===== config.mk =====
export PLATFORM = sky130hd
export DESIGN_NAME = block_buffer_cache_manager
export DESIGN_NICKNAME = d
export VERILOG_FILES = /design/src/sv/bbcm_pkg.sv /design/src/sv/block_buffer_cache_manager.sv /design/src/sv/bbcm_ctrl.sv /design/src/sv/bbcm_dp.sv
export SDC_FILE = /design/constraint.sdc
export NUM_CORES = 2
export LEC_CHECK = 0
export BUFFER_PORTS_ARGS = -buffer_cell sky130_fd_sc_hd__buf_2
export CAP_MARGIN = 10
export CORE_ASPECT_RATIO = 0.8
export CORE_UTILIZATION = 44
export CTS_BUF_LIST = sky130_fd_sc_hd__clkbuf_4 sky130_fd_sc_hd__clkbuf_8
export DETAILED_ROUTE_END_ITERATION = 16
export REMOVE_ABC_BUFFERS = 1
export SLEW_MARGIN = 40
export SYNTH_ARGS = -nofsm -noshare
export SYNTH_HDL_FRONTEND = slang
export SYNTH_SLANG_ARGS = --single-unit

===== constraint.sdc =====
create_clock -name clk -period 8.45 [get_ports clk]
set_input_delay 0.4225 -clock clk [delete_from_list [all_inputs] [get_ports clk]]
set_output_delay 0.4225 -clock clk [all_outputs]
set_load 0.05 [all_outputs]

===== src/sv/bbcm_pkg.sv =====
// Package: shared types and codes for the block buffer cache manager.
package bbcm_pkg;

  typedef enum logic [1:0] {
    MODE_GET     = 2'd0,
    MODE_RELEASE = 2'd1,
    MODE_IODONE  = 2'd2,
    MODE_DELWRI  = 2'd3
  } mode_t;

  typedef enum logic [2:0] {
    ST_GRANTED   = 3'd0,
    ST_BUSY      = 3'd1,
    ST_NOFREE    = 3'd2,
    ST_WRITEBACK = 3'd3,
    ST_ACK       = 3'd4
  } status_t;

  typedef enum logic [1:0] {
    WAKE_NONE  = 2'd0,
    WAKE_FREED = 2'd1,
    WAKE_READ  = 2'd2,
    WAKE_WRITE = 2'd3
  } wake_t;

  typedef enum logic [1:0] {
    S_IDLE  = 2'd0,
    S_MATCH = 2'd1,
    S_EXEC  = 2'd2,
    S_OUT   = 2'd3
  } state_t;

  typedef struct packed {
    logic [1:0]  mode;
    logic [15:0] device;
    logic [31:0] block_number;
    logic [4:0]  buffer_index;
    logic        io_error;
  } in_beat_t;

  typedef struct packed {
    logic [2:0]  status;
    logic [4:0]  granted_index;
    logic        data_valid;
    logic [1:0]  wake_class;
  } out_beat_t;

  typedef struct packed {
    logic load;   // capture input beat
    logic match;  // register tag match
    logic exec;   // apply the update, form result
  } ctl_cmd_t;

endpackage


===== src/sv/block_buffer_cache_manager.sv =====
// Top level: buffer cache manager, controller plus datapath.
//
//  channel | dir | handshake            | payload
//  in_     | in  | in_valid / in_ready   | in_data  (bbcm_pkg::in_beat_t)
//  out_    | out | out_valid / out_ready | out_data (bbcm_pkg::out_beat_t)
//
// Each beat runs through capture, registered tag match over all buffers,
// one mark/list update, then the result held until out_ready (output stall).
// The match compare tree and the list relink set the stage split.
// A new beat is taken only after the result beat is accepted.
// rst_n is synchronous: all buffers free, list in index order, no tags.
module block_buffer_cache_manager #(
  parameter int unsigned NUM_BUFFERS = 32,
  parameter int unsigned DEVICE_BITS = 16,
  parameter int unsigned BLOCK_BITS  = 32
) (
  input  logic                clk,
  input  logic                rst_n,
  input  logic                in_valid,
  output logic                in_ready,
  input  bbcm_pkg::in_beat_t  in_data,
  output logic                out_valid,
  input  logic                out_ready,
  output bbcm_pkg::out_beat_t out_data
);

  bbcm_pkg::ctl_cmd_t cmd;

  bbcm_ctrl u_ctrl (
    .clk       (clk),
    .rst_n     (rst_n),
    .in_valid  (in_valid),
    .in_ready  (in_ready),
    .out_valid (out_valid),
    .out_ready (out_ready),
    .cmd       (cmd)
  );

  bbcm_dp #(
    .NUM_BUFFERS (NUM_BUFFERS),
    .DEVICE_BITS (DEVICE_BITS),
    .BLOCK_BITS  (BLOCK_BITS)
  ) u_dp (
    .clk      (clk),
    .rst_n    (rst_n),
    .cmd      (cmd),
    .in_data  (in_data),
    .out_data (out_data)
  );

`ifndef NO_ASSERTIONS
  // never ready for input while holding a result
  a_excl: assert property (@(posedge clk) disable iff (!rst_n)
    !(in_ready && out_valid)) else $error("ready while result pending");
  // accepted beat yields a result after the match and update states
  a_lat: assert property (@(posedge clk) disable iff (!rst_n)
    (in_valid && in_ready) |-> ##3 out_valid) else $error("result latency");
  // status code stays in range
  a_code: assert property (@(posedge clk) disable iff (!rst_n)
    out_valid |-> (out_data.status <= bbcm_pkg::ST_ACK)) else $error("bad status");
`endif

endmodule


===== src/sv/bbcm_ctrl.sv =====
// Controller: sequences capture, tag match, update and result hand-off.
module bbcm_ctrl (
  input  logic              clk,
  input  logic              rst_n,
  input  logic              in_valid,
  output logic              in_ready,
  output logic              out_valid,
  input  logic              out_ready,
  output bbcm_pkg::ctl_cmd_t cmd
);

  bbcm_pkg::state_t state_r, state_nxt;

  always_ff @(posedge clk) begin
    if (!rst_n) begin
      state_r <= bbcm_pkg::S_IDLE;
    end else begin
      state_r <= state_nxt;
    end
  end

  always_comb begin
    state_nxt = state_r;
    unique case (state_r)
      bbcm_pkg::S_IDLE:  if (in_valid) state_nxt = bbcm_pkg::S_MATCH;
      bbcm_pkg::S_MATCH: state_nxt = bbcm_pkg::S_EXEC;
      bbcm_pkg::S_EXEC:  state_nxt = bbcm_pkg::S_OUT;
      bbcm_pkg::S_OUT:   if (out_ready) state_nxt = bbcm_pkg::S_IDLE;
      default:           state_nxt = bbcm_pkg::S_IDLE;
    endcase
  end

  always_comb begin
    in_ready  = (state_r == bbcm_pkg::S_IDLE);
    out_valid = (state_r == bbcm_pkg::S_OUT);
    cmd.load  = (state_r == bbcm_pkg::S_IDLE) && in_valid;
    cmd.match = (state_r == bbcm_pkg::S_MATCH);
    cmd.exec  = (state_r == bbcm_pkg::S_EXEC);
  end

endmodule


===== src/sv/bbcm_dp.sv =====
// Datapath: tags, marks, free list, match and update logic.
module bbcm_dp #(
  parameter int unsigned NUM_BUFFERS = 32,
  parameter int unsigned DEVICE_BITS = 16,
  parameter int unsigned BLOCK_BITS  = 32
) (
  input  logic                clk,
  input  logic                rst_n,
  input  bbcm_pkg::ctl_cmd_t  cmd,
  input  bbcm_pkg::in_beat_t  in_data,
  output bbcm_pkg::out_beat_t out_data
);

  localparam int unsigned BW = (NUM_BUFFERS > 1) ? $clog2(NUM_BUFFERS) : 1;
  localparam int unsigned DW = (DEVICE_BITS < 16) ? DEVICE_BITS : 16;
  localparam int unsigned KW = (BLOCK_BITS < 32) ? BLOCK_BITS : 32;

  logic [DW-1:0] tag_dev_r [NUM_BUFFERS];
  logic [KW-1:0] tag_blk_r [NUM_BUFFERS];
  logic [NUM_BUFFERS-1:0] present_r, busy_r, valid_r, dirty_r, inlist_r;
  logic [BW-1:0] next_r [NUM_BUFFERS];
  logic [BW-1:0] prev_r [NUM_BUFFERS];
  logic [BW-1:0] head_r;
  logic          empty_r;

  bbcm_pkg::in_beat_t  req_r;
  bbcm_pkg::out_beat_t res_r;
  logic                hit_r;
  logic [BW-1:0]       hit_idx_r;

  assign out_data = res_r;

  // associative match, lowest index wins
  logic [NUM_BUFFERS-1:0] hv;
  logic          hit_c;
  logic [BW-1:0] hidx_c;
  always_comb begin
    hit_c  = 1'b0;
    hidx_c = '0;
    for (int i = 0; i < NUM_BUFFERS; i++) begin
      hv[i] = present_r[i] && tag_dev_r[i] == req_r.device[DW-1:0]
              && tag_blk_r[i] == req_r.block_number[KW-1:0];
    end
    for (int i = NUM_BUFFERS - 1; i >= 0; i--) begin
      if (hv[i]) begin
        hit_c  = 1'b1;
        hidx_c = BW'(i);
      end
    end
  end

  logic          rng_ok;
  logic [BW-1:0] ridx;
  assign rng_ok = 32'(req_r.buffer_index) < NUM_BUFFERS;
  assign ridx   = BW'(req_r.buffer_index);

  // at most one list op per beat: remove t, or add t (at head if first)
  logic          do_rm, do_add, add_first;
  logic [BW-1:0] t;
  logic [BW-1:0] t_n, t_p, tail;
  bbcm_pkg::out_beat_t res_c;
  logic          set_busy, clr_busy, retag, set_valid, valid_val;
  logic          set_dirty, clr_dirty;

  always_comb begin
    do_rm = 1'b0; do_add = 1'b0; add_first = 1'b0; t = '0;
    set_busy = 1'b0; clr_busy = 1'b0; retag = 1'b0;
    set_valid = 1'b0; valid_val = 1'b0; set_dirty = 1'b0; clr_dirty = 1'b0;
    res_c = '{status: bbcm_pkg::ST_ACK, granted_index: '0,
              data_valid: 1'b0, wake_class: bbcm_pkg::WAKE_NONE};
    if (req_r.mode == bbcm_pkg::MODE_GET) begin
      if (hit_r) begin
        t = hit_idx_r;
        if (busy_r[t]) begin
          res_c.status = bbcm_pkg::ST_BUSY;
        end else begin
          set_busy = 1'b1; do_rm = 1'b1;
          res_c.status        = bbcm_pkg::ST_GRANTED;
          res_c.granted_index = 5'(t);
          res_c.data_valid    = valid_r[t];
        end
      end else if (empty_r) begin
        res_c.status = bbcm_pkg::ST_NOFREE;
      end else begin
        t = head_r; do_rm = 1'b1;
        res_c.granted_index = 5'(t);
        if (dirty_r[t]) begin
          res_c.status = bbcm_pkg::ST_WRITEBACK;
        end else begin
          set_busy = 1'b1; retag = 1'b1; set_valid = 1'b1; valid_val = 1'b0;
          res_c.status = bbcm_pkg::ST_GRANTED;
        end
      end
    end else if (rng_ok) begin
      t = ridx;
      unique case (req_r.mode)
        bbcm_pkg::MODE_RELEASE: begin
          do_add = 1'b1; add_first = !valid_r[t]; clr_busy = 1'b1;
          res_c.wake_class = bbcm_pkg::WAKE_FREED;
        end
        bbcm_pkg::MODE_IODONE: begin
          clr_dirty = 1'b1; do_add = !busy_r[t]; add_first = req_r.io_error;
          res_c.wake_class = valid_r[t] ? bbcm_pkg::WAKE_READ : bbcm_pkg::WAKE_WRITE;
          set_valid = 1'b1; valid_val = !req_r.io_error;
        end
        default: set_dirty = 1'b1;
      endcase
    end
    t_n  = next_r[t];
    t_p  = prev_r[t];
    tail = prev_r[head_r];
  end

  always_ff @(posedge clk) begin
    if (cmd.load) req_r <= in_data;
    if (cmd.match) begin
      hit_r     <= hit_c;
      hit_idx_r <= hidx_c;
    end
    if (cmd.exec) res_r <= res_c;
  end

  always_ff @(posedge clk) begin
    if (!rst_n) begin
      for (int i = 0; i < NUM_BUFFERS; i++) begin
        tag_dev_r[i] <= '0;
        tag_blk_r[i] <= '0;
        next_r[i]    <= BW'((i + 1) % NUM_BUFFERS);
        prev_r[i]    <= BW'((i + NUM_BUFFERS - 1) % NUM_BUFFERS);
      end
      present_r <= '0; busy_r <= '0; valid_r <= '0; dirty_r <= '0;
      inlist_r  <= '1;
      head_r    <= '0;
      empty_r   <= 1'b0;
    end else if (cmd.exec) begin
      if (set_busy)  busy_r[t]  <= 1'b1;
      if (clr_busy)  busy_r[t]  <= 1'b0;
      if (set_valid) valid_r[t] <= valid_val;
      if (set_dirty) dirty_r[t] <= 1'b1;
      if (clr_dirty) dirty_r[t] <= 1'b0;
      if (retag) begin
        tag_dev_r[t] <= req_r.device[DW-1:0];
        tag_blk_r[t] <= req_r.block_number[KW-1:0];
        present_r[t] <= 1'b1;
      end
      if (do_rm && inlist_r[t]) begin
        inlist_r[t] <= 1'b0;
        if (t_n == t) begin
          empty_r <= 1'b1;
        end else begin
          if (head_r == t) head_r <= t_n;
          prev_r[t_n] <= t_p;
          next_r[t_p] <= t_n;
        end
      end
      if (do_add && !inlist_r[t]) begin
        inlist_r[t] <= 1'b1;
        if (!empty_r) begin
          next_r[t]      <= head_r;
          prev_r[t]      <= tail;
          next_r[tail]   <= t;
          prev_r[head_r] <= t;
          if (add_first) head_r <= t;
        end else begin
          head_r    <= t;
          next_r[t] <= t;
          prev_r[t] <= t;
          empty_r   <= 1'b0;
        end
      end
    end
  end

endmodule


==> reports/qor.csv <==
metric;value;unit
global-route wire length before repair;585800;µm
leakage;39.03;nW
Yosys warning count;0;
vias in the first global route;74970;
Post-Syn Area;105000;µm²
RD Place Congestion;0.9999;
Pwr Density;288.3;nW/µm²
switching pwr;14.21;mW
ANT nets after route;0;
multi-input combinational cell area;40300;µm²
Final Hold Vio Count;0;
setup TNS;0;ns
largest cells by area after synthesis;edfxtp_1 (55%), xor2_1 (7.0%), nor3_1 (6.1%), xnor2_1 (4.8%), dfxtp_1 (3.3%);
full die area;240700;µm²
register area;61400;µm²
ys flop type;edfxtp_1;
status;completed;
Yosys reg bits;2102;
hold_sp;in_data[49];
EDFF count, synth;1929;
number of DRC violations after detailed-routing iteration 0;14980;
RSZ-0062 raised after global routing;no;
Slew Viols, Final;0;
Final period util;83.14;%
# rows;160;
Crit path buffers/inverters;2;
Netlist cell types;94;
Post-CTS Setup Bufs;0;
r2r worst-path depth;15;
total wire length;426800;µm
CP delay by family, top;simple AND/OR/NAND/NOR gates;
area grow syn2layout;11.79;%
Reg clk slew, reported paths;0.06;ns
Clock Skews;0.1060;ns
Clock Path Buffers;4;
share of layout cells above drive strength 1;13.85;%
flop-to-flop setup slack;1.43;ns
top cell type by total area after synthesis;edfxtp_1;
max incr delay on CP;0.80;ns
initial antenna violation count;15;
starting density of the core;44.24;%
final-layout fill cell count;21200;
GRT Total Usage;34.42;%
dpl hpwl;245400;µm
commonest non-fill, non-tap cell in the layout;edfxtp_1;
clock sinks;2102;
Nets;9065;
crit path launch type;flop;
Worst Hold Depth;2;
die height;439.0;µm
GR Overflow Total;0;
I/O pins;73;
commonest cells after routing, fill and taps aside;edfxtp_1 (1929), nor3_1 (1275), xor2_1 (839);
H-tree lvl count;5;
Post-synth ARST share;0;%
WHS Endpoint;u_dp.req_r[49];
combinational power share;35.9;%
drt wl/cell;34.29;µm
cell-by-cell trace of the critical path;inv_1, ha_2, or2_2, o21a_4, buf_12, mux2i_1, mux2i_1, a22oi_1, nand4_1, mux2i_4, or3b_1, nor2b_2, nand2_2, nor2_1, a22oi_1;
Gate Count Post-Synth;9097;
later-pin clock latency in the skew report;1.03;ns
post-synthesis sequential area ratio;58.45;%
Root Buffer;clkbuf_8;
vias;82900;
total CTS buffers;362;
die width;548.3;µm
Setup-failing EPs final;0;
sequential share of power;35.9;%
final hold slack;0.1043;ns
Reg-to-Reg Start;u_dp.req_r[54];
worst-margin pin slew;1.006;ns
core area;237400;µm²
Via density;6.660;
Max transition margin;32.91;%
crit path DAT;7.67;ns
switch share;41.99;%
CP max FO;85;
Req. time, crit path;9.10;ns
pin count of the biggest net entering global routing;140;
# port buffers;72;
slowest cell on the critical path;nor2_1;
MaxCap Viol Count;0;
synthesized area per cell;11.55;µm²
drt pass-1 iters;6;
Synth top area share;55.15;%
clock share of power;28.2;%
Worst R2R End;u_dp.next_r[30][0];
CTS tree;yes;
Residual DRC;0;
Crit. End Element;flop;
WS Path Type;flop to flop;
worst vdd ir;0.0002262;V
Worst Hold Class;primary input to flop;
Int Pwr;19.63;mW
fmax;142.4;MHz
fin crit period;7.025;ns
==> layer usage <==
metal / up-vias / track usage (%) / part of all wire [%]
met4: 0 / 11.96 / 3.8
met2: 6836 / 48.32 / 41
li1: 33470 / - / -
met1: 41650 / 50.58 / 39
met3: 942 / 9.695 / 16
met5: - / 0 / 0
==> cells by family (layout without fill, tap and decap cells) <==
kind of cell | Yosys count | count (layout) | share of synthesized area, %
buf+inv | 1037 | 1219 | 3.933
mux | 183 | 183 | 2.916
other cells | 0 | 8 | 0
xor+xnor | 1420 | 1420 | 11.84
compound gates | 1087 | 1087 | 6.935
fa+ha+maj | 10 | 10 | 0.1191
simple gates | 3258 | 3258 | 15.81
flops | 2102 | 2102 | 58.45
==> power groups by stage <==
stage / Clock (mW) / Sequential, mW / Combinational [mW]
global route: 9.97 / 12.2 / 12.1
global placement: 0 / 12.3 / 11.3
CTS: 9.55 / 12.1 / 11.5
finish: 9.54 / 12.2 / 12.2
detailed placement: 0 / 12.4 / 11.4
floorplan: 0 / 12.9 / 5.09
==> sequential cells by signal (all words and copies together), names as in the netlist, named ones only <==
register / count
u_ctrl.state_r: 2
u_dp.empty_r: 1
u_dp.head_r: 5
u_dp.hit_idx_r: 5
u_dp.hit_r: 1
u_dp.inlist_r: 32
u_dp.next_r: 160
u_dp.out_data: 11
u_dp.present_r: 32
u_dp.prev_r: 160
u_dp.req_r: 51
u_dp.ridx: 5
u_dp.tag_blk_r: 1024
u_dp.tag_dev_r: 512
u_dp.valid_r: 32
==> worst register-to-register path, stage by stage (launching register included) <==
cell and delay, ns:
edfxtp_1 0.44, inv_1 0.15, ha_2 0.53, or2_2 0.27, o21a_4 0.61, buf_12 0.47
mux2i_1 0.38, mux2i_1 0.16, a22oi_1 0.25, nand4_1 0.40, mux2i_4 0.53, or3b_1 0.58
nor2b_2 0.51, nand2_2 0.47, nor2_1 0.80, a22oi_1 0.15
==> cells in the mapped netlist, types with 15 or more instances <==
| master | number |
|---|---|
| buf_2 | 61 |
| inv_1 | 65 |
| mux4_2 | 96 |
| a221o_1 | 17 |
| a21o_1 | 25 |
| a31oi_1 | 134 |
| o211ai_1 | 74 |
| nor2b_1 | 17 |
| xor2_1 | 839 |
| o2bb2ai_1 | 18 |
| clkbuf_1 | 746 |
| a22o_1 | 15 |
| o32ai_1 | 20 |
| nand2_1 | 487 |
| nor3_1 | 1286 |
| o22ai_1 | 80 |
| buf_4 | 23 |
| mux2i_1 | 72 |
| clkinv_1 | 24 |
| dfxtp_1 | 173 |
| a22oi_1 | 73 |
| nor4_1 | 246 |
| xnor2_1 | 581 |
| nor2_1 | 321 |
| buf_1 | 105 |
| nand2b_1 | 49 |
| nand4_1 | 210 |
| a211oi_1 | 61 |
| a21oi_1 | 177 |
| nand3_1 | 209 |
| o22a_1 | 16 |
| a311oi_1 | 16 |
| and3_1 | 150 |
| edfxtp_1 | 1929 |
| and2_1 | 222 |
| o21ai_0 | 213 |
| o2111ai_1 | 20 |
==> through the flow <==
stage,cell area [µm²],util [%],power [mW],setup WS [ns],cells
after floorplan,101200,-,18.03,-10.99,8151
after global placement,109000,45.91,23.62,1.581,11700
after detailed placement,109500,46.11,23.75,1.426,11730
after CTS,117300,49.40,33.16,1.407,12430
after global routing,117400,49.45,34.26,1.356,12440
final,117400,49.45,33.85,1.425,12450
==> final cells by class <==
class / instances / share of cell area (%)
Sequential cell: 2102 / 52.29
Multi-Input combinational cell: 5958 / 34.32
Clock buffer: 528 / 5.470
Timing Repair Buffer: 480 / 3.578
Tap cell: 3159 / 3.366
Clock inverter: 120 / 0.6649
Inverter: 91 / 0.2962
Antenna cell: 8 / 0.01705
==> what timing repair did <==
action,4_1_cts,5_1_grt
endpoints found under the setup margin,0,0
endpoints found under the hold margin,74,0
resized for setup,0,0
hold buffers,60,0
==> how the worst max path moves through the flow <==
stage / from / endpoint / slack, ns / cells after the start
CTS: u_dp.req_r[54] / u_dp.next_r[30][0] / 1.41 / 15
global placement: u_dp.req_r[54] / u_dp.next_r[18][0] / 1.58 / 15
detailed placement: u_dp.req_r[54] / u_dp.next_r[10][0] / 1.43 / 15
global route: u_dp.req_r[54] / u_dp.next_r[10][0] / 1.36 / 15
floorplan: u_ctrl.state_r[0] / u_dp.tag_blk_r[21][0] / -10.99 / 4
finish: u_dp.req_r[54] / u_dp.next_r[30][0] / 1.43 / 15
Power figures use the tool's default switching activity.
